<file path="config.mk">
export PLATFORM = sky130hd
export DESIGN_NAME = char_lcd_cursor_bus_writer_unit
export DESIGN_NICKNAME = d
export VERILOG_FILES = /design/src/clbw_pkg.sv /design/src/clbw_front.sv /design/src/clbw_queue.sv /design/src/clbw_back.sv /design/src/char_lcd_cursor_bus_writer_unit.sv
export VERILOG_INCLUDE_DIRS = /design/src /design/src/src
export SDC_FILE = /design/constraint.sdc
export NUM_CORES = 1
export LEC_CHECK = 0
export BUFFER_PORTS_ARGS = -buffer_cell sky130_fd_sc_hd__buf_2
export CELL_PAD_IN_SITES_DETAIL_PLACEMENT = 1
export CELL_PAD_IN_SITES_GLOBAL_PLACEMENT = 1
export CORE_MARGIN = 10
export CORE_UTILIZATION = 45
export DETAILED_ROUTE_END_ITERATION = 10
export GPL_ROUTABILITY_DRIVEN = 0
export GPL_TIMING_DRIVEN = 0
export PLACE_DENSITY_LB_ADDON = 0.1
export SYNTH_ARGS = -nofsm -noshare
export SYNTH_HDL_FRONTEND = slang
export SYNTH_HIERARCHICAL = 1
export SYNTH_SLANG_ARGS = --single-unit
</file>
<file path="constraint.sdc">
create_clock -name aclk -period 3.55 [get_ports aclk]
set_input_delay 0 -clock aclk [delete_from_list [all_inputs] [get_ports aclk]]
set_output_delay 0 -clock aclk [all_outputs]
set_load 0.01 [all_outputs]
</file>
<file path="src/char_lcd_cursor_bus_writer_unit_assert.svh">
// Assertion macros shared by the character-LCD bus writer RTL.
// Define ASSERT_OFF to compile the checks out; no other dependencies.
`ifndef CHAR_LCD_CURSOR_BUS_WRITER_UNIT_ASSERT_SVH
`define CHAR_LCD_CURSOR_BUS_WRITER_UNIT_ASSERT_SVH

`ifndef ASSERT_OFF

// Property must hold at every clock edge outside reset.
`define CLBW_ASSERT(label, clk, rstn, prop) \
    label: assert property (@(posedge clk) disable iff (!rstn) prop) \
        else $error("clbw assertion failed");

// Condition must never be seen outside reset.
`define CLBW_ASSERT_NEVER(label, clk, rstn, cond) \
    label: assert property (@(posedge clk) disable iff (!rstn) !(cond)) \
        else $error("clbw forbidden condition seen");

`else

`define CLBW_ASSERT(label, clk, rstn, prop)
`define CLBW_ASSERT_NEVER(label, clk, rstn, cond)

`endif

`endif

</file>
<file path="src/clbw_pkg.sv">
// Shared types, codes and the set-address helper for the LCD bus writer.
// No dependencies.
`default_nettype none

package clbw_pkg;

    localparam logic [1:0] CMD_WRITE_CHAR = 2'd0;
    localparam logic [1:0] CMD_SET_CURSOR = 2'd1;
    localparam logic [1:0] CMD_RAW_CMD    = 2'd2;
    localparam logic [1:0] CMD_RAW_DATA   = 2'd3;

    localparam logic [1:0] CFG_IDX_FOUR_BIT = 2'd0;
    localparam logic [1:0] CFG_IDX_WIDTH    = 2'd1;
    localparam logic [1:0] CFG_IDX_HEIGHT   = 2'd2;

    localparam logic       RS_COMMAND = 1'b0;
    localparam logic       RS_DATA    = 1'b1;

    localparam logic [6:0] ROW_ODD_OFFSET = 7'h40;
    localparam logic [7:0] SET_ADDR_FLAG  = 8'h80;

    localparam logic       RESET_FOUR_BIT = 1'b1;
    localparam logic [5:0] RESET_WIDTH    = 6'd16;
    localparam logic [2:0] RESET_HEIGHT   = 3'd2;

    // queue depth, power of two
    localparam int QUEUE_DEPTH = 4;
    localparam int QPTR_W      = 2;

    typedef struct packed {
        logic       four_bit_mode;
        logic [5:0] width;
        logic [2:0] height;
    } cfg_t;

    // one or two bytes to put on the bus; the second is always a command
    typedef struct packed {
        logic       rs0;
        logic [7:0] byte0;
        logic       two;
        logic [7:0] byte1;
    } job_t;

    function automatic logic [7:0] set_addr_cmd(input logic [5:0] col,
                                                input logic [1:0] row,
                                                input logic [6:0] eff_w);
        logic [6:0] off;
        logic [6:0] sum;
        begin
            case (row)
                2'd0:    off = 7'd0;
                2'd1:    off = ROW_ODD_OFFSET;
                2'd2:    off = eff_w;
                default: off = ROW_ODD_OFFSET + eff_w;
            endcase
            sum = {1'b0, col} + off;
            set_addr_cmd = SET_ADDR_FLAG | {1'b0, sum};
        end
    endfunction

endpackage

`default_nettype wire

</file>
<file path="src/clbw_front.sv">
// Front end: accepts items, tracks the cursor and builds bus jobs.
// Depends on clbw_pkg and the assertion header.
`default_nettype none
`include "char_lcd_cursor_bus_writer_unit_assert.svh"

module clbw_front #(
    parameter int MAX_WIDTH = 40,
    parameter int NUM_ROWS  = 4
) (
    input  wire                 aclk,
    input  wire                 aresetn,
    input  wire clbw_pkg::cfg_t cfg,
    input  wire                 s_tvalid,
    output logic                s_tready,
    input  wire  [15:0]         s_tdata,   // value[7:0], column[13:8], row[15:14]
    input  wire  [2:0]          s_tuser,   // cmd[1:0], same_line[2]
    output logic                push,
    output clbw_pkg::job_t      push_job,
    input  wire                 push_ready
);
    import clbw_pkg::*;

    localparam logic [6:0] MAX_W = 7'(MAX_WIDTH);
    localparam logic [2:0] MAX_H = 3'(NUM_ROWS);

    logic [5:0] cursor_col_reg, cursor_col_next;
    logic [1:0] cursor_row_reg, cursor_row_next;

    logic [1:0] cmd;
    logic [7:0] value;
    logic [5:0] column;
    logic [1:0] row_in;
    logic       same_line;
    logic [6:0] eff_w;
    logic [2:0] eff_h;
    logic [6:0] col_inc;
    logic [2:0] row_inc;
    logic       wrap;
    logic       accept;

    assign cmd       = s_tuser[1:0];
    assign same_line = s_tuser[2];
    assign value     = s_tdata[7:0];
    assign column    = s_tdata[13:8];
    assign row_in    = s_tdata[15:14];

    assign s_tready = push_ready;
    assign push     = s_tvalid;
    assign accept   = s_tvalid && push_ready;

    always_comb begin
        if (cfg.width == 6'd0) begin
            eff_w = 7'd1;
        end else if ({1'b0, cfg.width} > MAX_W) begin
            eff_w = MAX_W;
        end else begin
            eff_w = {1'b0, cfg.width};
        end
        if (cfg.height == 3'd0) begin
            eff_h = 3'd1;
        end else if (cfg.height > MAX_H) begin
            eff_h = MAX_H;
        end else begin
            eff_h = cfg.height;
        end
    end

    assign col_inc = {1'b0, cursor_col_reg} + 7'd1;
    assign row_inc = {1'b0, cursor_row_reg} + 3'd1;
    assign wrap    = (col_inc >= eff_w);

    always_comb begin
        cursor_col_next = cursor_col_reg;
        cursor_row_next = cursor_row_reg;
        push_job.rs0    = RS_DATA;
        push_job.byte0  = value;
        push_job.two    = 1'b0;
        push_job.byte1  = 8'd0;
        case (cmd)
            CMD_WRITE_CHAR: begin
                if (wrap) begin
                    cursor_col_next = 6'd0;
                    if (!same_line) begin
                        cursor_row_next = (row_inc >= eff_h) ? 2'd0 : row_inc[1:0];
                    end
                end else begin
                    cursor_col_next = col_inc[5:0];
                end
                push_job.two   = wrap;
                push_job.byte1 = set_addr_cmd(cursor_col_next, cursor_row_next, eff_w);
            end
            CMD_SET_CURSOR: begin
                cursor_col_next = ({1'b0, column} >= eff_w) ? eff_w[5:0] : column;
                cursor_row_next = ({1'b0, row_in} >= eff_h) ? 2'(eff_h - 3'd1) : row_in;
                push_job.rs0    = RS_COMMAND;
                push_job.byte0  = set_addr_cmd(cursor_col_next, cursor_row_next, eff_w);
            end
            CMD_RAW_CMD: begin
                push_job.rs0 = RS_COMMAND;
            end
            default: begin
                push_job.rs0 = RS_DATA;
            end
        endcase
    end

    always_ff @(posedge aclk) begin
        if (!aresetn) begin
            cursor_col_reg <= 6'd0;
            cursor_row_reg <= 2'd0;
        end else if (accept) begin
            cursor_col_reg <= cursor_col_next;
            cursor_row_reg <= cursor_row_next;
        end
    end

    `CLBW_ASSERT(a_col_bounded, aclk, aresetn, ({1'b0, cursor_col_reg} <= MAX_W))

endmodule

`default_nettype wire

</file>
<file path="src/clbw_queue.sv">
// Short job queue between front and back ends.
// Depends on clbw_pkg and the assertion header.
`default_nettype none
`include "char_lcd_cursor_bus_writer_unit_assert.svh"

module clbw_queue (
    input  wire                 aclk,
    input  wire                 aresetn,
    input  wire                 push,
    input  wire clbw_pkg::job_t push_job,
    output logic                push_ready,
    output logic                pop_valid,
    output clbw_pkg::job_t      pop_job,
    input  wire                 pop
);
    import clbw_pkg::*;

    localparam logic [QPTR_W:0] DEPTH = (QPTR_W + 1)'(QUEUE_DEPTH);

    job_t              slot_reg [QUEUE_DEPTH];
    logic [QPTR_W-1:0] wr_ptr_reg, wr_ptr_next;
    logic [QPTR_W-1:0] rd_ptr_reg, rd_ptr_next;
    logic [QPTR_W:0]   count_reg, count_next;
    logic              do_push;
    logic              do_pop;

    assign push_ready = (count_reg != DEPTH);
    assign pop_valid  = (count_reg != '0);
    assign pop_job    = slot_reg[rd_ptr_reg];
    assign do_push    = push && push_ready;
    assign do_pop     = pop && pop_valid;

    always_comb begin
        wr_ptr_next = do_push ? wr_ptr_reg + 1'b1 : wr_ptr_reg;
        rd_ptr_next = do_pop ? rd_ptr_reg + 1'b1 : rd_ptr_reg;
        count_next  = count_reg;
        if (do_push && !do_pop) begin
            count_next = count_reg + 1'b1;
        end else if (do_pop && !do_push) begin
            count_next = count_reg - 1'b1;
        end
    end

    always_ff @(posedge aclk) begin
        if (!aresetn) begin
            wr_ptr_reg <= '0;
            rd_ptr_reg <= '0;
            count_reg  <= '0;
        end else begin
            wr_ptr_reg <= wr_ptr_next;
            rd_ptr_reg <= rd_ptr_next;
            count_reg  <= count_next;
        end
    end

    always_ff @(posedge aclk) begin
        if (do_push) begin
            slot_reg[wr_ptr_reg] <= push_job;
        end
    end

    `CLBW_ASSERT(a_count_bounded, aclk, aresetn, (count_reg <= DEPTH))
    `CLBW_ASSERT(a_pop_nonempty, aclk, aresetn, (pop |-> count_reg != '0))

endmodule

`default_nettype wire

</file>
<file path="src/clbw_back.sv">
// Back end: splits queued jobs into nibble or byte transfers, output register.
// Depends on clbw_pkg and the assertion header.
`default_nettype none
`include "char_lcd_cursor_bus_writer_unit_assert.svh"

module clbw_back (
    input  wire                 aclk,
    input  wire                 aresetn,
    input  wire clbw_pkg::cfg_t cfg,
    input  wire                 job_valid,
    input  wire clbw_pkg::job_t job,
    output logic                job_pop,
    output logic                m_tvalid,
    input  wire                 m_tready,
    output logic [7:0]          m_tdata,   // bus_value[7:0]
    output logic                m_tuser,   // reg_select
    output logic                m_tlast
);
    import clbw_pkg::*;

    logic [1:0] phase_reg, phase_next;
    logic       m_tvalid_reg, m_tvalid_next;
    logic [7:0] m_tdata_reg;
    logic       m_tuser_reg;
    logic       m_tlast_reg;

    logic       load;
    logic       second;
    logic [7:0] cur_byte;
    logic       cur_rs;
    logic [7:0] bus_next;
    logic [1:0] last_phase;
    logic       is_last;

    assign load   = job_valid && (!m_tvalid_reg || m_tready);
    assign second = cfg.four_bit_mode ? phase_reg[1] : phase_reg[0];

    always_comb begin
        cur_byte = second ? job.byte1 : job.byte0;
        cur_rs   = second ? RS_COMMAND : job.rs0;
        if (cfg.four_bit_mode) begin
            bus_next   = phase_reg[0] ? {4'd0, cur_byte[3:0]} : {4'd0, cur_byte[7:4]};
            last_phase = job.two ? 2'd3 : 2'd1;
        end else begin
            bus_next   = cur_byte;
            last_phase = job.two ? 2'd1 : 2'd0;
        end
        is_last = (phase_reg == last_phase);
    end

    always_comb begin
        phase_next    = phase_reg;
        m_tvalid_next = m_tvalid_reg;
        if (load) begin
            phase_next    = is_last ? 2'd0 : phase_reg + 2'd1;
            m_tvalid_next = 1'b1;
        end else if (m_tready) begin
            m_tvalid_next = 1'b0;
        end
    end

    assign job_pop = load && is_last;

    always_ff @(posedge aclk) begin
        if (!aresetn) begin
            phase_reg    <= 2'd0;
            m_tvalid_reg <= 1'b0;
        end else begin
            phase_reg    <= phase_next;
            m_tvalid_reg <= m_tvalid_next;
        end
    end

    always_ff @(posedge aclk) begin
        if (load) begin
            m_tdata_reg <= bus_next;
            m_tuser_reg <= cur_rs;
            m_tlast_reg <= is_last;
        end
    end

    assign m_tvalid = m_tvalid_reg;
    assign m_tdata  = m_tdata_reg;
    assign m_tuser  = m_tuser_reg;
    assign m_tlast  = m_tlast_reg;

    `CLBW_ASSERT(a_phase_restarts, aclk, aresetn, (job_pop |=> phase_reg == 2'd0))

endmodule

`default_nettype wire

</file>
<file path="src/char_lcd_cursor_bus_writer_unit.sv">
// Top level of the character-LCD bus writer: config registers, front, queue, back.
// Depends on clbw_pkg, clbw_front, clbw_queue, clbw_back.
//
//  channel | dir | payload                                      | sideband
//  s_      | in  | tdata: value[7:0] column[13:8] row[15:14]    | tuser: cmd[1:0] same_line[2]
//  m_      | out | tdata: bus_value[7:0]                        | tuser: reg_select, tlast: last
//  cfg_    | in  | cfg_index[1:0], cfg_data[5:0]                | cfg_ready always high
//
// A word is accepted every cycle while the four-entry job queue has room.
// The back end puts out one bus word per cycle while m_tready is high; an item takes 1, 2
// or 4 words there (one or two bytes, one or two nibbles each); the back end sets the rate.
// Output sits in a register; a stalled m_ side keeps filling the queue.
// Reset: cursor to 0, four_bit_mode 1, width 16, height 2, queue and output empty.
`default_nettype none

module char_lcd_cursor_bus_writer_unit #(
    parameter int MAX_WIDTH = 40,
    parameter int NUM_ROWS  = 4
) (
    input  wire         aclk,
    input  wire         aresetn,
    input  wire         s_tvalid,
    output logic        s_tready,
    input  wire  [15:0] s_tdata,    // value[7:0], column[13:8], row[15:14]
    input  wire  [2:0]  s_tuser,    // cmd[1:0], same_line[2]
    output logic        m_tvalid,
    input  wire         m_tready,
    output logic [7:0]  m_tdata,    // bus_value[7:0]
    output logic        m_tuser,    // reg_select
    output logic        m_tlast,
    input  wire         cfg_valid,
    output logic        cfg_ready,
    input  wire  [1:0]  cfg_index,
    input  wire  [5:0]  cfg_data
);
    import clbw_pkg::*;

    cfg_t cfg_reg;
    cfg_t cfg_next;

    logic push;
    job_t push_job;
    logic push_ready;
    logic pop_valid;
    job_t pop_job;
    logic pop;

    assign cfg_ready = 1'b1;

    always_comb begin
        cfg_next = cfg_reg;
        if (cfg_valid) begin
            case (cfg_index)
                CFG_IDX_FOUR_BIT: cfg_next.four_bit_mode = cfg_data[0];
                CFG_IDX_WIDTH:    cfg_next.width         = cfg_data;
                CFG_IDX_HEIGHT:   cfg_next.height        = cfg_data[2:0];
                default:          cfg_next = cfg_reg;
            endcase
        end
    end

    always_ff @(posedge aclk) begin
        if (!aresetn) begin
            cfg_reg.four_bit_mode <= RESET_FOUR_BIT;
            cfg_reg.width         <= RESET_WIDTH;
            cfg_reg.height        <= RESET_HEIGHT;
        end else begin
            cfg_reg <= cfg_next;
        end
    end

    clbw_front #(
        .MAX_WIDTH (MAX_WIDTH),
        .NUM_ROWS  (NUM_ROWS)
    ) u_front (
        .aclk       (aclk),
        .aresetn    (aresetn),
        .cfg        (cfg_reg),
        .s_tvalid   (s_tvalid),
        .s_tready   (s_tready),
        .s_tdata    (s_tdata),
        .s_tuser    (s_tuser),
        .push       (push),
        .push_job   (push_job),
        .push_ready (push_ready)
    );

    clbw_queue u_queue (
        .aclk       (aclk),
        .aresetn    (aresetn),
        .push       (push),
        .push_job   (push_job),
        .push_ready (push_ready),
        .pop_valid  (pop_valid),
        .pop_job    (pop_job),
        .pop        (pop)
    );

    clbw_back u_back (
        .aclk      (aclk),
        .aresetn   (aresetn),
        .cfg       (cfg_reg),
        .job_valid (pop_valid),
        .job       (pop_job),
        .job_pop   (pop),
        .m_tvalid  (m_tvalid),
        .m_tready  (m_tready),
        .m_tdata   (m_tdata),
        .m_tuser   (m_tuser),
        .m_tlast   (m_tlast)
    );

endmodule

`default_nettype wire
</file>
==> metrics.md <==
| Metric | Value |
|---|---|
| Result of the run | complete, but fails checks |
| Violations in the final reports | negative setup slack |
| HPWL Detailed | 10.6 mm |
| Actual slew at the worst max-slew pin | 1.01 ns |
| Post-Syn Instances | 455 |
| Internal power | 2.76 mW |
| CTS root buffer | sky130_fd_sc_hd__clkbuf_16 |
| Lkg Pwr | 2.89 nW |
| Worst vdd rail ir drop | 0.347 mV |
| Number of vias in the routed layout | 3963 |
| Combinational group share of total power | 29.5% |
| Net count reported at finish | 622 |
| Net Sw Power | 1.20 mW |
| Ports placed on the boundary | 45 |
| Core region area | 13100 um2 |
| Detailed Routing Iterations Pass 1 | 4 |
| Cts bufs inserted | 9 |
| Number of flops mapped to enable cells by yosys | 82 |
| Endpoints failing hold | 0 |
| Number of antenna violations at the first check in global routing | 0 |
| DRC violations left | 0 |
| Fraction of final layout cells sized beyond drive strength 1 | 36.1% |
| Clock slew at reported path FFs | 0.07 ns |
| Cell row count | 42 |
| Number of register bits inferred by synthesis | 112 |
| TritonCTS clock tree | yes |
| Post-synth design cell area | 5980 um2 |
| Slowest stage delay, CP | 0.39 ns |
| Startpoint of the most critical register-to-register path | cfg_reg[6] |
| Critical path required time | 3.73 ns |
| Type of the setup path with the least slack | reg2reg |
| Flip-flop count of the largest register after layout | 72 |
| Number of max-slew violations in the final report | 0 |
| Arrival time of data at the critical path endpoint | 3.92 ns |
| Sw Share | 30.2% |
| Critical path launch point | cfg_reg[6] |
| Area Growth Syn to Fin | 23.6% |
| TritonCTS Sinks | 112 |
| Min-Delay Startpoint | cfg_index[0] |
| Number of distinct standard cells referenced by the synthesized netlist | 68 |
| Final hold slack | 0.0152 ns |
| Average cell area after synthesis | 13.2 um2 |
| Critical Path Slowest Stage Cell | sky130_fd_sc_hd__dfxtp_4 |
| End of the worst register-to-register path | u_queue/slot_reg[3][6] |
| Worst-case setup margin in the final layout | -0.189 ns |
| Area enclosed by the die boundary | 18300 um2 |
| Crit Path Max Fanout | 5 |
| Async set-reset flop share out of synthesis | 0% |
| Total Routing Usage GR | 15.8% |
| Standard cell area after detailed placement | 6480 um2 |
| Initial DRC Count | 154 |
| Vias in the first global route | 4224 |
| Design Power | 3.96 mW |
| Number of H-tree levels | 3 |
| Worst R2R Setup Slack | -0.19 ns |
| Number of buffers inserted by port buffering | 43 |
| Maximum number of pins on one net before global-route repair | 19 |
| Count of cells along the worst register-to-register path | 20 |
| Class of the tightest hold or removal check | in2reg |
| Cell area after layout | 7400 um2 |
| First-pass GRT wire length | 22.4 mm |
| Post-layout minimum cycle time | 3.74 ns |
| Insertion delay of the later-clocked pin in the worst-skew pair | 0.35 ns |
| Worst Setup Slack post-DPL | -0.726 ns |
| Seq pwr share | 45.2% |
| Setup violations, final | 5 |
| Antenna violation net count after detailed routing | 0 |
| Setup repair after global routing missed its margin | true |
| Peak Freq | 0.267 GHz |
| Maximum root-to-sink buffer count | 2 |
| Wire length reported by the detailed router | 14.5 mm |
| Number of instances on the worst hold path | 3 |
| Worst-path cell chain | nor2_4 -> a21oi_2 -> o21a_2 -> inv_2 -> ha_4 -> nand2b_4 -> a31oi_4 -> o211a_4 -> a2111oi_4 -> a22oi_2 -> nor2_1 -> ha_2 -> inv_2 -> fa_2 -> nand2b_4 -> a21oi_4 -> o21a_1 -> o21ai_2 -> a21bo_2 -> mux2i_4 |
| Total of warnings raised by yosys | 6 |
| Hold Path Sink | cfg_reg[9] |
| Synthesized net count | 528 |
| Vertical die dimension | 135 um |
| Initial standard-cell utilization of the core | 45.6% |
| Clock group share of total power | 25.3% |
| Share of the clock period used by the worst path after layout | 105% |
| Portion of the post-synthesis area used by sequential elements | 51.2% |
| Die width | 135 um |
| Power density of the placed cells | 535 nW/um2 |
| Startpoint types | flop |
| Count of antenna diodes in the layout | 0 |
| # Max-Cap Violations | 0 |
| Average routed wire per standard cell | 19.9 um |
| Ratio of routed vias to standard cells | 5.43 |
| Main flop type after synthesis | sky130_fd_sc_hd__edfxtp_1 |
| Normalized max-slew margin | 32.4% |
| Critical path endpoint category | flop |
| GRT overflow | 0 |
| Setup clock skew after layout | 0.00920 ns |
[per-stage QoR]
step                setup TNS (ns)  std cells  util [%]
floorplan                   -0.127        455         -
global placement            -11.10        674      49.3
detailed placement          -14.57        674      49.3
CTS                          -1.09        718      54.8
global route                 -3.15        730      56.3
finish                      -0.729        730      56.3
[how the worst max path moves through the flow]
stage / endpoint / slack, ns / depth (start not counted)
after global placement: u_queue/slot_reg[2][6] / -0.62 / 19
after CTS: u_queue/slot_reg[3][6] / -0.17 / 20
after detailed placement: u_queue/slot_reg[0][6] / -0.73 / 18
after floorplan: u_queue/slot_reg[0][6] / -0.03 / 20
final: u_queue/slot_reg[3][6] / -0.19 / 20
after global routing: u_queue/slot_reg[3][6] / -0.36 / 20
[layout by cell type (no fill, tap or decap), drive strengths merged, types with 3 or more instances in the layout]
master	netlist	layout
nor2	28	28
o21bai	3	3
nand2	30	30
nand2b	10	10
and3	3	3
a31oi	4	4
inv	26	29
edfxtp	82	82
mux2	9	9
xor2	3	3
o21a	3	3
nor3	3	3
o211ai	5	5
dlygate4sd3	0	9
dfxtp	30	30
fa	3	3
nand4b	3	3
ha	38	38
a21oi	16	16
buf	12	85
a21boi	4	4
mux4	22	22
clkbuf	3	15
nor2b	7	7
nand3	10	10
a21o	8	8
and2	19	19
o21ai	8	8
xnor2	13	13
mux2i	21	21
[routing by layer]
metal / vias to the layer above / part of all wire (%) / track usage, %
li1: 1888 / - / -
met1: 2008 / 45 / 20.0
met5: - / 0 / 0
met3: 13 / 3.2 / 3.34
met4: 0 / 1.2 / 4.31
met2: 54 / 50 / 26.8
[repair_timing]
item | CTS | global route
hold buffers | 9 | 0
hold endpoints to repair | 14 | 0
gates resized for setup | 44 | 20
buffers inserted | 19 | 12
setup endpoints to repair | 41 | 25
pin swaps | 18 | 15
[power by group through the flow]
stage | combinational (mW) | sequential (mW) | clock (mW)
after global routing | 1.27 | 1.81 | 1.08
after CTS | 1.14 | 1.79 | 1.03
final | 1.17 | 1.79 | 0.999
after floorplan | 0.701 | 1.83 | 0
after global placement | 1.03 | 1.81 | 0
after detailed placement | 1.06 | 1.83 | 0
[logic make-up after synthesis]
| family | share of synthesized area [%] |
|---|---|
| AND/OR/NAND/NOR | 11.1 |
| flip-flops | 51.2 |
| AO/OA/AOI/OAI | 8.70 |
| multiplexers | 14.0 |
| adder cells (fa/ha/maj) | 8.95 |
| buffers and inverters | 3.60 |
| XOR/XNOR | 2.34 |
| other | 0.0627 |
[cells in the mapped netlist, types with 3 or more instances]
cell type	count	area share [%]
sky130_fd_sc_hd__o21a_1	3	0.38
sky130_fd_sc_hd__xor2_1	3	0.44
sky130_fd_sc_hd__nand2_1	30	1.9
sky130_fd_sc_hd__and3_1	3	0.31
sky130_fd_sc_hd__mux4_2	13	4.9
sky130_fd_sc_hd__and2_2	4	0.50
sky130_fd_sc_hd__and2_1	15	1.6
sky130_fd_sc_hd__buf_6	4	0.75
sky130_fd_sc_hd__nand3_1	9	0.75
sky130_fd_sc_hd__clkbuf_1	3	0.19
sky130_fd_sc_hd__mux2i_1	21	3.5
sky130_fd_sc_hd__buf_4	3	0.38
sky130_fd_sc_hd__edfxtp_1	82	41
sky130_fd_sc_hd__o21bai_1	3	0.38
sky130_fd_sc_hd__fa_1	3	1.0
sky130_fd_sc_hd__o21ai_0	7	0.59
sky130_fd_sc_hd__xnor2_1	13	1.9
sky130_fd_sc_hd__mux2_2	9	1.7
sky130_fd_sc_hd__nand4b_1	3	0.44
sky130_fd_sc_hd__o211ai_1	4	0.50
sky130_fd_sc_hd__ha_1	38	7.9
sky130_fd_sc_hd__inv_1	26	1.6
sky130_fd_sc_hd__nor3_1	3	0.25
sky130_fd_sc_hd__nor2_1	28	1.8
sky130_fd_sc_hd__buf_2	3	0.25
sky130_fd_sc_hd__mux4_1	9	4.0
sky130_fd_sc_hd__nand2b_1	10	1.0
sky130_fd_sc_hd__a21oi_1	16	1.3
sky130_fd_sc_hd__a31oi_1	4	0.42
sky130_fd_sc_hd__dfxtp_1	30	10
sky130_fd_sc_hd__a21o_1	6	0.75
sky130_fd_sc_hd__nor2b_1	6	0.63
[worst max-delay path, delay by kind of cell (launching register included)]
kind / cells / cell delay, ns
mux: 1 / 0.17
simple gates: 4 / 0.48
flops: 1 / 0.39
fa+ha+maj: 3 / 0.78
compound gates: 10 / 1.63
buf+inv: 2 / 0.10
[area by class of cell]
class	count	area, um2
Buffer	15	120
Sequential cell	112	3100
Clock buffer	11	233
Tap cell	176	220
Fill cell	1323	5740
Timing Repair Buffer	83	538
Inverter	26	97.6
Multi-Input combinational cell	302	3030
Clock inverter	5	56.3
(Power assumes the default switching activity.)
